### config.mk
export PLATFORM = sky130hd
export DESIGN_NAME = rsp2t_queue
export DESIGN_NICKNAME = d
export VERILOG_FILES = /design/src/rtl/core/rect_sum_point_add_2d_tree_assert.svh /design/src/rtl/core/rsp2t_pkg.sv /design/src/rtl/core/rsp2t_queue.sv
export SDC_FILE = /design/constraint.sdc
export NUM_CORES = 1
export LEC_CHECK = 0
export ABC_AREA = 1
export BUFFER_PORTS_ARGS = -buffer_cell sky130_fd_sc_hd__buf_2
export CAP_MARGIN = 15
export CORE_ASPECT_RATIO = 0.9
export CORE_MARGIN = 3
export CORE_UTILIZATION = 40
export CTS_CLUSTER_DIAMETER = 30
export CTS_CLUSTER_SIZE = 8
export DETAILED_ROUTE_END_ITERATION = 10
export GPL_TIMING_DRIVEN = 0
export HOLD_SLACK_MARGIN = 0.06
export SLEW_MARGIN = 30
export SYNTH_ARGS = -nofsm -noshare
export SYNTH_HDL_FRONTEND = slang
export SYNTH_SLANG_ARGS = --single-unit
### constraint.sdc
create_clock -name clk -period 7.3 [get_ports clk]
set_input_delay 1.095 -clock clk [delete_from_list [all_inputs] [get_ports clk]]
set_output_delay 1.095 -clock clk [all_outputs]
set_load 0.01 [all_outputs]
### src/rtl/core/rect_sum_point_add_2d_tree_assert.svh
// assertion macros used by the rectangle sum tree back end
`ifndef RECT_SUM_POINT_ADD_2D_TREE_ASSERT_SVH
`define RECT_SUM_POINT_ADD_2D_TREE_ASSERT_SVH
`ifndef SYNTHESIS
// property must hold at every clock edge out of reset
`define RSP_ASSERT(lbl, prop) \
	lbl: assert property (@(posedge clk) disable iff (!arst_n) (prop)) \
		else $error("assertion failed");
// consequent must hold in the same cycle as the antecedent
`define RSP_ASSERT_IMPL(lbl, ante, cons) \
	lbl: assert property (@(posedge clk) disable iff (!arst_n) (ante) |-> (cons)) \
		else $error("implication failed");
`else
`define RSP_ASSERT(lbl, prop)
`define RSP_ASSERT_IMPL(lbl, ante, cons)
`endif
`endif

### src/rtl/core/rsp2t_pkg.sv
// types and constants of the rectangle sum tree
`default_nettype none
package rsp2t_pkg;
	localparam int CoordW = 6;
	localparam int DeltaW = 32;
	localparam int SumW   = 48;

	localparam logic MODE_ADD   = 1'b0;
	localparam logic MODE_QUERY = 1'b1;

	typedef enum logic [1:0] {
		CMD_ADD,
		CMD_QUERY,
		CMD_ZERO
	} cmd_kind_t;

	typedef struct packed {
		cmd_kind_t                 kind;
		logic [CoordW-1:0]         row_lo;
		logic [CoordW-1:0]         row_hi;
		logic [CoordW-1:0]         col_lo;
		logic [CoordW-1:0]         col_hi;
		logic signed [DeltaW-1:0]  delta;
	} cmd_t;

	typedef enum logic [2:0] {
		ST_CLEAR,
		ST_IDLE,
		ST_SETUP,
		ST_READ,
		ST_USE
	} eng_state_t;
endpackage
`default_nettype wire

### src/rtl/core/rsp2t_queue.sv
// two entry command queue between front and back
`default_nettype none
module rsp2t_queue import rsp2t_pkg::*; (
	input  wire logic clk,
	input  wire logic arst_n,
	input  wire logic in_valid,
	output logic      in_ready,
	input  cmd_t      in_cmd,
	output logic      out_valid,
	input  wire logic out_ready,
	output cmd_t      out_cmd
);
	cmd_t       ent_q [2];
	logic       wr_q;
	logic       rd_q;
	logic [1:0] cnt_q;
	logic       push;
	logic       pop;

	assign in_ready  = (cnt_q != 2'd2);
	assign out_valid = (cnt_q != 2'd0);
	assign out_cmd   = ent_q[rd_q];
	assign push      = in_valid && in_ready;
	assign pop       = out_valid && out_ready;

	// pointers and fill count
	always_ff @(posedge clk or negedge arst_n) begin
		if (!arst_n) begin
			wr_q  <= 1'b0;
			rd_q  <= 1'b0;
			cnt_q <= 2'd0;
		end else begin
			if (push) begin
				wr_q <= !wr_q;
			end
			if (pop) begin
				rd_q <= !rd_q;
			end
			cnt_q <= cnt_q + 2'(push) - 2'(pop);
		end
	end

	// entry storage
	always_ff @(posedge clk) begin
		if (push) begin
			ent_q[wr_q] <= in_cmd;
		end
	end
endmodule
`default_nettype wire

==> qor.csv <==
stage;metric;value;unit
outcome;status;finished clean;
sta;Final Cycle Share;36.0;%
drt;drt drc;0;
sta;setup_tns;0;ns
global_route;remaining global-route overflow;0;
synthesis;synthesized area;0.00445;mm²
die;Rows;35;
sta;fmax;380;MHz
global_route;Overall Global Routing Usage;15.4;%
pwr;Pwr Density;441;mW/mm²
sta;RSZ-0062 raised after global routing;false;
drt;Iter 0 DRT Violations;95;
drt;1st-pass router iterations;4;
setup_path;CP startpoint kind;flop;
cts;CTS tree;yes;
cells_and_area;Antenna Cells;0;
setup_path;CP Capture Type;output pin;
cts;post-CTS sizing;0;
cts;Setup Fix Bufs, Post-CTS;0;
drt;Routed WL;8.99;mm
pwr;VDD IR max;0.275;mV
global_route;largest net degree at the start of global routing;20;
drt;Final ANT Viol Nets;0;
setup_path;R2R Path Start;cnt_q[1]$_DFF_PN0_;
die;Starting Density;42.2;%
placement;pre-CTS WS;4.49;ns
sta;Worst Clk Skew;0.00462;ns
synthesis;Mapped Cells;335;
placement;dpl hpwl;6.16;mm
die;core region area;0.0106;mm²
sta;max-slew violation count;0;
placement;GP Congestion;0.734;
sta;Slew @ Worst Pin;0.583;ns
synthesis;area leader, netlist;edfxtp_1;
cts;H-tree levels;4;
drt;Avg WL per Cell;14.0;µm
sta;Setup Viol. Count Final;0;
cells_and_area;most common cell after layout, fill and taps aside;nand2_1;
sta;setup slack after layout;4.67;ns
synthesis;Mapped Nets;398;
flow_run;max cap viols;0;
synthesis;top cell type's share of synthesized area;78.2;%
drt;Vias/cell;4.43;
synthesis;synthesized flop and latch total;120;
cts;Max Root-Sink Buffers;2;
cts;Clock Latency Late Sink;0.40;ns
die;Top Ports;122;
cells_and_area;Layout fillers;889;
cells_and_area;Area growth, synth to finish;34.8;%
die;die area;0.0124;mm²
die;Die W;117;µm
setup_path;CP max FO;10;
cells_and_area;share of cells above drive strength 1;34.0;%
sta;Final Hold Viols;0;
drt;via count;2847;
synthesis;Avg Inst Size Synth;13.3;µm²
synthesis;Yosys Warn Count;0;
cts;CTS Buf Count;17;
global_route;initial antenna violation count;0;
cells_and_area;fin nets;544;
die;Die Ht;106;µm
sta;Rel. slew slack;61.0;%
setup_path;crit path DAT;1.54;ns
setup_path;Worst Setup SP;rd_q$_DFFE_PN0P_;
pwr;Leakage;0.00263;µW
global_route;first-pass GRT wire length;14.2;mm
cts;CTS Hold Bufs;0;
global_route;vias in the first global route;2929;
cts;CTS Root Cell;clkbuf_16;
synthesis;synth unique cells;14;
cells_and_area;commonest cells after routing, fill and taps aside;183 x nand2_1, 128 x buf_2, 116 x edfxtp_1;
cts;clk sinks;120;
setup_path;Crit Path Class;reg -> out;
placement;input/output buffers;121;
cells_and_area;Util after Layout;56.9;%
synthesis;top cells by area, synth;edfxtp_1 78%, nand2_1 15%, dfrtp_1 2.2%;
synthesis;Seq/Total Area, Yosys;80.4;%
sta;crit path time final;2.63;ns
worst_hold_path;worst min path class;in -> async;
setup_path;Worst EP required;6.20;ns
cts;CTS clk-pin slew, worst paths;0.05;ns
==> cell type report <==
cell class / instances / area (µm²) / share of cell area [%]
inverters: 8 / 32.5 / 0.542
flip-flops and latches: 120 / 3580 / 59.7
repair buffers: 127 / 733 / 12.2
plain buffers: 13 / 91.3 / 1.52
multi-input cells: 194 / 762 / 12.7
well taps: 148 / 185 / 3.08
clock buffers: 20 / 437 / 7.27
clock inverters: 12 / 180 / 3.00
==> metal layers <==
| metal | track usage [%] | wire [µm] | share of wire [%] | vias up |
|---|---|---|---|---|
| li1 | - | - | - | 1425 |
| met1 | 17.7 | 3730 | 42 | 1336 |
| met2 | 25.6 | 4510 | 50 | 78 |
| met3 | 5.81 | 618 | 6.9 | 8 |
| met4 | 6.39 | 121 | 1.3 | 0 |
| met5 | 0 | 0 | 0 | - |
==> kinds of logic (layout without fill, tap and decap cells) <==
kind of cell / after synthesis / count (layout) / share of synthesized area (%)
AND/OR/NAND/NOR: 190 / 190 / 16.1
flip-flops: 120 / 120 / 80.4
buffers and inverters: 21 / 180 / 2.78
AO/OA/AOI/OAI: 2 / 2 / 0.225
adder cells (fa/ha/maj): 1 / 1 / 0.281
XOR/XNOR: 1 / 1 / 0.197
==> worst max-delay path: stages, from the launching register on <==
cell     delay, ns
dfrtp_1       0.35
buf_4         0.16
inv_4         0.07
buf_6         0.15
buf_6         0.15
nand2_1       0.06
nand2_1       0.07
buf_2         0.13
==> stage by stage <==
stage | instance area [µm²] | hold WS [ns] | power [µW] | instances
after floorplan | 4450 | 0.485 | 1450 | 335
after global placement | 5250 | 0.503 | 1770 | 604
after detailed placement | 5390 | 0.564 | 1820 | 610
after CTS | 6000 | 0.484 | 2700 | 642
after global routing | 6000 | 0.482 | 2820 | 642
final | 6000 | 0.501 | 2650 | 642
==> registers in the layout (all words and copies together) (netlist names) <==
register	cells
rd_q	1
cnt_q	2
wr_q	1
ent_q	116
==> power breakdown <==
group | switching [µW] | total (µW) | internal [µW]
Clock | 262 | 860 | 598
Combinational | 506 | 809 | 303
Sequential | 39.7 | 980 | 940
==> synth_stat cells <==
cell type and count:
inv_1 7, buf_4 3, edfxtp_1 116, nor2_1 5
a21oi_1 1, buf_6 3, dfrtp_1 4, xor2_1 1
ha_1 1, nand2_1 183, nand3_1 2, buf_2 7
inv_4 1, o21ai_0 1
==> path summary, 6_finish.rpt <==
| check | endpoint | slack [ns] | cells past startpoint |
|---|---|---|---|
| max in group asynchronous | wr_q$_DFFE_PN0P_ | 6.67 | 1 |
| min | cnt_q[0]$_DFF_PN0_ | 0.50 | 1 |
| max reg2reg | ent_q[0][54]$_DFFE_PP_ | 5.14 | 6 |
| max | out_cmd[49] | 4.67 | 7 |
| min reg2reg | cnt_q[0]$_DFF_PN0_ | 0.58 | 1 |
| min in group clk | cnt_q[0]$_DFF_PN0_ | 0.58 | 1 |
(Power assumes the default switching activity.)
