## config.mk

```make
export PLATFORM = sky130hd
export DESIGN_NAME = rsp2t_front
export DESIGN_NICKNAME = d
export VERILOG_FILES = /design/src/rtl/core/rect_sum_point_add_2d_tree_assert.svh /design/src/rtl/core/rsp2t_pkg.sv /design/src/rtl/core/rsp2t_front.sv
export SDC_FILE = /design/constraint.sdc
export NUM_CORES = 1
export LEC_CHECK = 0
export ABC_AREA = 1
export BUFFER_PORTS_ARGS = -buffer_cell sky130_fd_sc_hd__buf_2
export CAP_MARGIN = 20
export CORE_MARGIN = 4
export CORE_UTILIZATION = 43
export DETAILED_ROUTE_END_ITERATION = 6
export PLACE_DENSITY = 0.78
export SLEW_MARGIN = 20
export SYNTH_ARGS = -nofsm -noshare
export SYNTH_HDL_FRONTEND = slang
export SYNTH_SLANG_ARGS = --single-unit
export TNS_END_PERCENT = 30
```

## constraint.sdc

```tcl
create_clock -name clk -period 5.3 [get_ports clk]
set_input_delay 0.53 -clock clk [delete_from_list [all_inputs] [get_ports clk]]
set_output_delay 0.53 -clock clk [all_outputs]
set_load 0.01 [all_outputs]
```

## src/rtl/core/rect_sum_point_add_2d_tree_assert.svh

```systemverilog
// assertion macros used by the rectangle sum tree back end
`ifndef RECT_SUM_POINT_ADD_2D_TREE_ASSERT_SVH
`define RECT_SUM_POINT_ADD_2D_TREE_ASSERT_SVH
`ifndef SYNTHESIS
// property must hold at every clock edge out of reset
`define RSP_ASSERT(lbl, prop) \
	lbl: assert property (@(posedge clk) disable iff (!arst_n) (prop)) \
		else $error("assertion failed");
// consequent must hold in the same cycle as the antecedent
`define RSP_ASSERT_IMPL(lbl, ante, cons) \
	lbl: assert property (@(posedge clk) disable iff (!arst_n) (ante) |-> (cons)) \
		else $error("implication failed");
`else
`define RSP_ASSERT(lbl, prop)
`define RSP_ASSERT_IMPL(lbl, ante, cons)
`endif
`endif

```

## src/rtl/core/rsp2t_pkg.sv

```systemverilog
// types and constants of the rectangle sum tree
`default_nettype none
package rsp2t_pkg;
	localparam int CoordW = 6;
	localparam int DeltaW = 32;
	localparam int SumW   = 48;

	localparam logic MODE_ADD   = 1'b0;
	localparam logic MODE_QUERY = 1'b1;

	typedef enum logic [1:0] {
		CMD_ADD,
		CMD_QUERY,
		CMD_ZERO
	} cmd_kind_t;

	typedef struct packed {
		cmd_kind_t                 kind;
		logic [CoordW-1:0]         row_lo;
		logic [CoordW-1:0]         row_hi;
		logic [CoordW-1:0]         col_lo;
		logic [CoordW-1:0]         col_hi;
		logic signed [DeltaW-1:0]  delta;
	} cmd_t;

	typedef enum logic [2:0] {
		ST_CLEAR,
		ST_IDLE,
		ST_SETUP,
		ST_READ,
		ST_USE
	} eng_state_t;
endpackage
`default_nettype wire

```

## src/rtl/core/rsp2t_front.sv

```systemverilog
// front end: takes requests, clips bounds, drops off-grid adds and classifies them
`default_nettype none
module rsp2t_front import rsp2t_pkg::*; #(
	parameter int ROWS = 64,
	parameter int COLS = 64
) (
	input  wire logic              clk,
	input  wire logic              arst_n,
	input  wire logic              in_valid,
	output logic                   in_ready,
	input  wire logic              mode,
	input  wire logic [CoordW-1:0] row_lo,
	input  wire logic [CoordW-1:0] row_hi,
	input  wire logic [CoordW-1:0] col_lo,
	input  wire logic [CoordW-1:0] col_hi,
	input  wire logic [DeltaW-1:0] delta,
	output logic                   cmd_valid,
	input  wire logic              cmd_ready,
	output cmd_t                   cmd
);
	localparam logic [CoordW-1:0] RowMax = CoordW'(ROWS - 1);
	localparam logic [CoordW-1:0] ColMax = CoordW'(COLS - 1);

	logic              valid_s1;
	cmd_t              cmd_s1;
	cmd_t              cls;
	logic              keep;
	logic [CoordW-1:0] rh_c;
	logic [CoordW-1:0] ch_c;

	// clip query bounds to the grid and sort the request
	always_comb begin
		rh_c = (32'(row_hi) >= ROWS) ? RowMax : row_hi;
		ch_c = (32'(col_hi) >= COLS) ? ColMax : col_hi;
		cls.row_lo = row_lo;
		cls.row_hi = rh_c;
		cls.col_lo = col_lo;
		cls.col_hi = ch_c;
		cls.delta  = delta;
		keep       = 1'b1;
		if (mode == MODE_QUERY) begin
			cls.kind = ((row_lo > rh_c) || (col_lo > ch_c)) ? CMD_ZERO : CMD_QUERY;
		end else begin
			cls.kind = CMD_ADD;
			keep     = (32'(row_lo) < ROWS) && (32'(col_lo) < COLS);
		end
	end

	assign in_ready  = !valid_s1 || cmd_ready;
	assign cmd_valid = valid_s1;
	assign cmd       = cmd_s1;

	// stage register toward the queue
	always_ff @(posedge clk or negedge arst_n) begin
		if (!arst_n) begin
			valid_s1 <= 1'b0;
		end else if (in_valid && in_ready) begin
			valid_s1 <= keep;
		end else if (cmd_ready) begin
			valid_s1 <= 1'b0;
		end
	end

	always_ff @(posedge clk) begin
		if (in_valid && in_ready) begin
			cmd_s1 <= cls;
		end
	end
endmodule
`default_nettype wire

```

==> results of run 1 <==
[cell type report]
type / instances / area, sq um / share of cell area, %
sequential: 59 / 1770 / 58.1
timing repair buffer: 122 / 618 / 20.3
multi-input combinational: 44 / 323 / 10.6
clock buffer: 13 / 149 / 4.90
inverter: 23 / 86.3 / 2.84
tap: 67 / 83.8 / 2.76
clock inverter: 3 / 15.0 / 0.494
[logic make-up (layout without fill, tap and decap cells)]
group	Yosys count	in the layout	share of synthesized area, %
and+or+nand+nor	28	28	6.36
DFF	59	59	81.6
AOI/OAI and AO/OA	4	4	1.10
buffers and inverters	23	161	3.99
adders and majority gates	12	12	6.94
[worst min path at each step]
stage                   start   endpoint  slack, ps
floorplan              arst_n  cmd_valid        230
global placement       arst_n  cmd_valid        310
detailed placement     arst_n  cmd_valid        310
CTS                 delta[20]    cmd[20]        370
global route        delta[25]    cmd[25]        370
finish              delta[20]    cmd[20]        390
[stage by stage]
step,cell area (sq um),worst slack [ps]
6_report,3040,3760
5_1_grt,3040,3650
4_1_cts,3040,3750
3_5_place_dp,2870,3540
3_3_place_gp,2870,3570
2_1_floorplan,2160,1420
[routing by layer]
metal  vias up  wire, um  GRT usage, %  part of all wire [%]
met1       646      1530          14.4                    35
met2        69      2250          24.8                    52
met4         2        22          7.56                  0.51
li1        707         -             -                     -
met3         4       512          7.03                    12
met5         -        12             0                  0.28
[timing repair]
item / in CTS / in global routing
hold buffers: 1 / 0
endpoints found under the hold margin: 1 / 0
resized for setup: 0 / 0
[registers in the layout, summed over array words and instances (netlist names)]
signal and flops:
cmd 58, cmd_valid 1
[cell usage in the layout (no fill, tap or decap)]
master           n
nand3_1          3
dfrtp_1          1
nand2_1         17
buf_4            1
nand3_2          1
edfxtp_1        58
ha_1            12
clkbuf_8        10
nor2_2           2
nand2_2          4
clkinv_2         3
nor2_4           1
a21oi_1          2
a21oi_4          1
dlygate4sd3_1    1
clkbuf_1         3
a21oi_2          1
inv_1           23
buf_2          120
[synthesized netlist by cell type]
library cell	count
nand2_1	17
inv_1	23
a21oi_2	1
nand3_2	1
nand2_2	4
dfrtp_1	1
nor2_4	1
ha_1	12
edfxtp_1	58
nor2_2	2
nand3_1	3
a21oi_1	3
[where the power goes]
| part | internal (uW) | leakage (uW) | switching (uW) |
|---|---|---|---|
| Sequential | 545 | 0.000564 | 5.87 |
| Combinational | 45.0 | 0.000766 | 59.0 |
| Clock | 180 | 0.0000872 | 150 |
| Total | 770 | 0.00142 | 215 |
==> run summary, run 1 <==
run status = complete, no violations
Worst Setup Start Kind = flop
Yosys top cell area share = 80.5%
Fmax = 649 MHz
Initial Utilization = 45.2%
DR WL/cell = 13.1 um
Longest Clk Path Bufs = 2
CP required = 5240 ps
Final setup viols = 0
total power = 985 uW
DIE AREA = 6230 sq um
DR iter-0 viols = 15
Worst Tran Pin Value = 702 ps
Setup Skew = 5.39 ps
Core Region = 4790 sq um
CTS tree = built
layout net count = 332
layout cells sized above 1 = 54.5%
Post-DP HPWL = 3350 um
Setup Buffers After CTS = 0
# IOs = 121
Setup TNS Final = 0 ps
clock insertion delay at the later pin of the skew report = 310 ps
Tot GR Track Use = 14.4%
Synth Warn # = 0
Pleak = 0.00142 uW
crit path max fanout = 58
critical path capture point type = flop
cell area power density = 324 nW/um^2
GRT overflow = 0
Fill cells = 392
WP depth = 2
HP Class = input port to flop
synth top area cells = edfxtp_1, ha_1, inv_1, nand2_1, dfrtp_1
worst-path cell chain = a21oi_4 -> buf_4
area delta synth->final = 40.5%
Vert. Die Dim = 79.0 um
RSZ-0062 raised after global routing = false
vias per std cell = 4.31
gpl congestion = 0.753
CTS Buf Count = 9
vias in the first global route = 1,547
Worst Setup Path Type = flop to flop
CTS sink cnt = 59
CP startpoint = cmd_valid
hold_ws = 389 ps
drt pass-1 iters = 3
RR Endpoint = cmd[10]
placed insts = 314
Routed WL = 4330 um
Final Hold Viols = 0
max_cap viols = 0
Yosys top cell by area = edfxtp_1
# port buffers = 120
sequential share of the synthesized area = 81.6%
period utilization = 29.1%
synthesis-stage register bit count = 59
CTS root buffer = clkbuf_8
Antenna diodes = 0
syn nets = 199
Bufs and invs on worst path = 1
worst reg2reg startpoint = cmd_valid
Reg clk slew, reported paths = 60 ps
DR DRC count = 0
hold depth = 1
Worst Setup EP = cmd[10]
Antenna Nets Post-Route = 0
Reg2Reg Depth = 2
Netlist cell types = 12
critical path's largest stage delay = 580 ps
worst vdd ir = 0.178 mV
Vias = 1,428
initial antenna violation count = 1
reg2reg setup slack = 3760 ps
crit path time final = 1540 ps
Synth Area per Inst = 17.2 sq um
chip width = 79.0 um
fin. max-slew vios = 0
Syn Inst Count = 126
largest net degree at the start of global routing = 59
critical path's slowest cell = buf_4
WP data arrival = 1480 ps
H-tree depth = 3
final cell count without fillers = 331
CP top delay family = buffers and inverters
cell row count = 25
Worst slew margin = 53.2%
Synth Cell Area = 2160 sq um
Finished Core Util = 63.6%
first-pass GRT wire length = 6680 um
(Power assumes the default switching activity.)
==> run 2: changes to the inputs <==
--- a/config.mk
+++ b/config.mk
@@ -9,9 +9,9 @@
 export BUFFER_PORTS_ARGS = -buffer_cell sky130_fd_sc_hd__buf_2
 export CAP_MARGIN = 20
 export CORE_MARGIN = 4
-export CORE_UTILIZATION = 43
+export CORE_UTILIZATION = 39
 export DETAILED_ROUTE_END_ITERATION = 6
-export PLACE_DENSITY = 0.78
+export PLACE_DENSITY = 0.75
 export SLEW_MARGIN = 20
 export SYNTH_ARGS = -nofsm -noshare
 export SYNTH_HDL_FRONTEND = slang
==> constraint.sdc (replaced) <==
create_clock -name clk -period 1.3 [get_ports clk]
set_input_delay 0.13 -clock clk [delete_from_list [all_inputs] [get_ports clk]]
set_output_delay 0.13 -clock clk [all_outputs]
set_load 0.01 [all_outputs]
==> run summary, run 2 (synthesized netlist as in run 1, its figures left out) <==
run status = complete, no violations
Worst slew margin = 82.5%
# IOs = 121
Vert. Die Dim = 82.5 um
max_cap viols = 0
Initial Utilization = 41.3%
Longest Clk Path Bufs = 2
hold_ws = 12.8 ps
# port buffers = 120
area delta synth->final = 71.2%
Worst Setup Start Kind = input port
Core Region = 5240 sq um
chip width = 82.5 um
largest net degree at the start of global routing = 24
worst reg2reg startpoint = cmd_valid
dpl ws = 13.5 ps
worst vdd ir = 0.801 mV
vias per std cell = 4.23
Post-DP HPWL = 3630 um
DP Area = 2930 sq um
Fmax = 813 MHz
fin. max-slew vios = 0
Reg2Reg Depth = 2
Setup Skew = 7.12 ps
max reg flops = 58
crit path max fanout = 2
Tot GR Track Use = 16.1%
vias in the first global route = 1,732
H-tree depth = 3
CTS tree = built
first-pass GRT wire length = 7900 um
WP data arrival = 1310 ps
CTS root buffer = clkbuf_8
HP Class = input port to flop
DR DRC count = 0
gpl congestion = 0.711
most frequent cells in the layout = buf_2, edfxtp_1, dlygate4sd3_1
cell area power density = 1290 nW/um^2
crit path time final = 1230 ps
Vias = 1,643
commonest non-fill, non-tap cell in the layout = buf_2
CP startpoint = col_hi[0]
placed insts = 319
clock insertion delay at the later pin of the skew report = 320 ps
layout cells sized above 1 = 46.2%
period utilization = 94.6%
GRT overflow = 0
DIE AREA = 6810 sq um
Final setup viols = 0
critical path capture point type = flop
Worst Setup EP = cmd[56]
RR Endpoint = cmd[20]
Routed WL = 5210 um
layout net count = 386
Final Hold Viols = 0
drt pass-1 iters = 3
initial antenna violation count = 0
Reg clk slew, reported paths = 60 ps
cell row count = 26
reg2reg setup slack = 100 ps
final cell count without fillers = 388
CTS sink cnt = 59
Antenna diodes = 0
Finished Cell Area = 3710 sq um
Pleak = 0.00168 uW
PnR worst setup slack = 70.1 ps
DR iter-0 viols = 66
CP required = 1380 ps
Worst Setup Path Type = input port to flop
Worst Tran Pin Value = 262 ps
CTS Buf Count = 9
DR WL/cell = 13.4 um
Antenna Nets Post-Route = 0
==> run 2: per-layer routing <==
layer  global-route usage (%)  vias up  part of all wire [%]
met1                     15.8      754                    33
li1                         -      815                     -
met5                        0        -                     0
met3                     5.21        9                   9.4
met2                     30.7       65                    56
met4                     6.86        0                   1.5
==> run 2: per-stage QoR <==
| stage | utilization (%) | power [uW] | TNS (ps) |
|---|---|---|---|
| 2_1_floorplan | - | 2490 | -32280 |
| 3_3_place_gp | 55.9 | 2730 | 0 |
| 3_5_place_dp | 55.9 | 2740 | 0 |
| 4_1_cts | 70.8 | 4840 | 0 |
| 5_1_grt | 70.8 | 4990 | -19.6 |
| 6_report | 70.8 | 4770 | 0 |
==> run 2: power by group <==
part           internal (uW)  switching, uW
Sequential              2220           24.9
Combinational            312            273
Clock                   1270            678
==> run 2: area by class of cell <==
| cell class | count | area [sq um] |
|---|---|---|
| clock buffer | 11 | 131 |
| inverter | 23 | 86.3 |
| sequential | 59 | 1770 |
| multi-input combinational | 44 | 330 |
| fill | 401 | 1530 |
| tap | 70 | 87.6 |
| timing repair buffer | 176 | 1200 |
| clock inverter | 5 | 101 |
==> run 2: how the worst min path moves through the flow <==
stage	end	from	depth (start not counted)
global placement	cmd_valid	arst_n	1
global route	cmd[35]	col_hi[3]	1
CTS	cmd[33]	col_hi[1]	1
floorplan	cmd_valid	arst_n	0
detailed placement	cmd_valid	arst_n	1
finish	cmd[35]	col_hi[3]	1
==> run 2: critical path, cell delays in order <==
cell	delay [ps]
dlygate4sd3_1	560
ha_1	190
inv_1	50
nand2_1	40
nand2_1	60
nand2_1	60
nand3_2	60
nand2_2	70
nand2_2	60
nor2_2	30
==> run 2: timing repair <==
item / CTS / global route
resized for setup: 0 / 2
endpoints found under the hold margin: 55 / 0
hold buffers: 55 / 0
buffers inserted: 0 / 0
endpoints found under the setup margin: 0 / 2
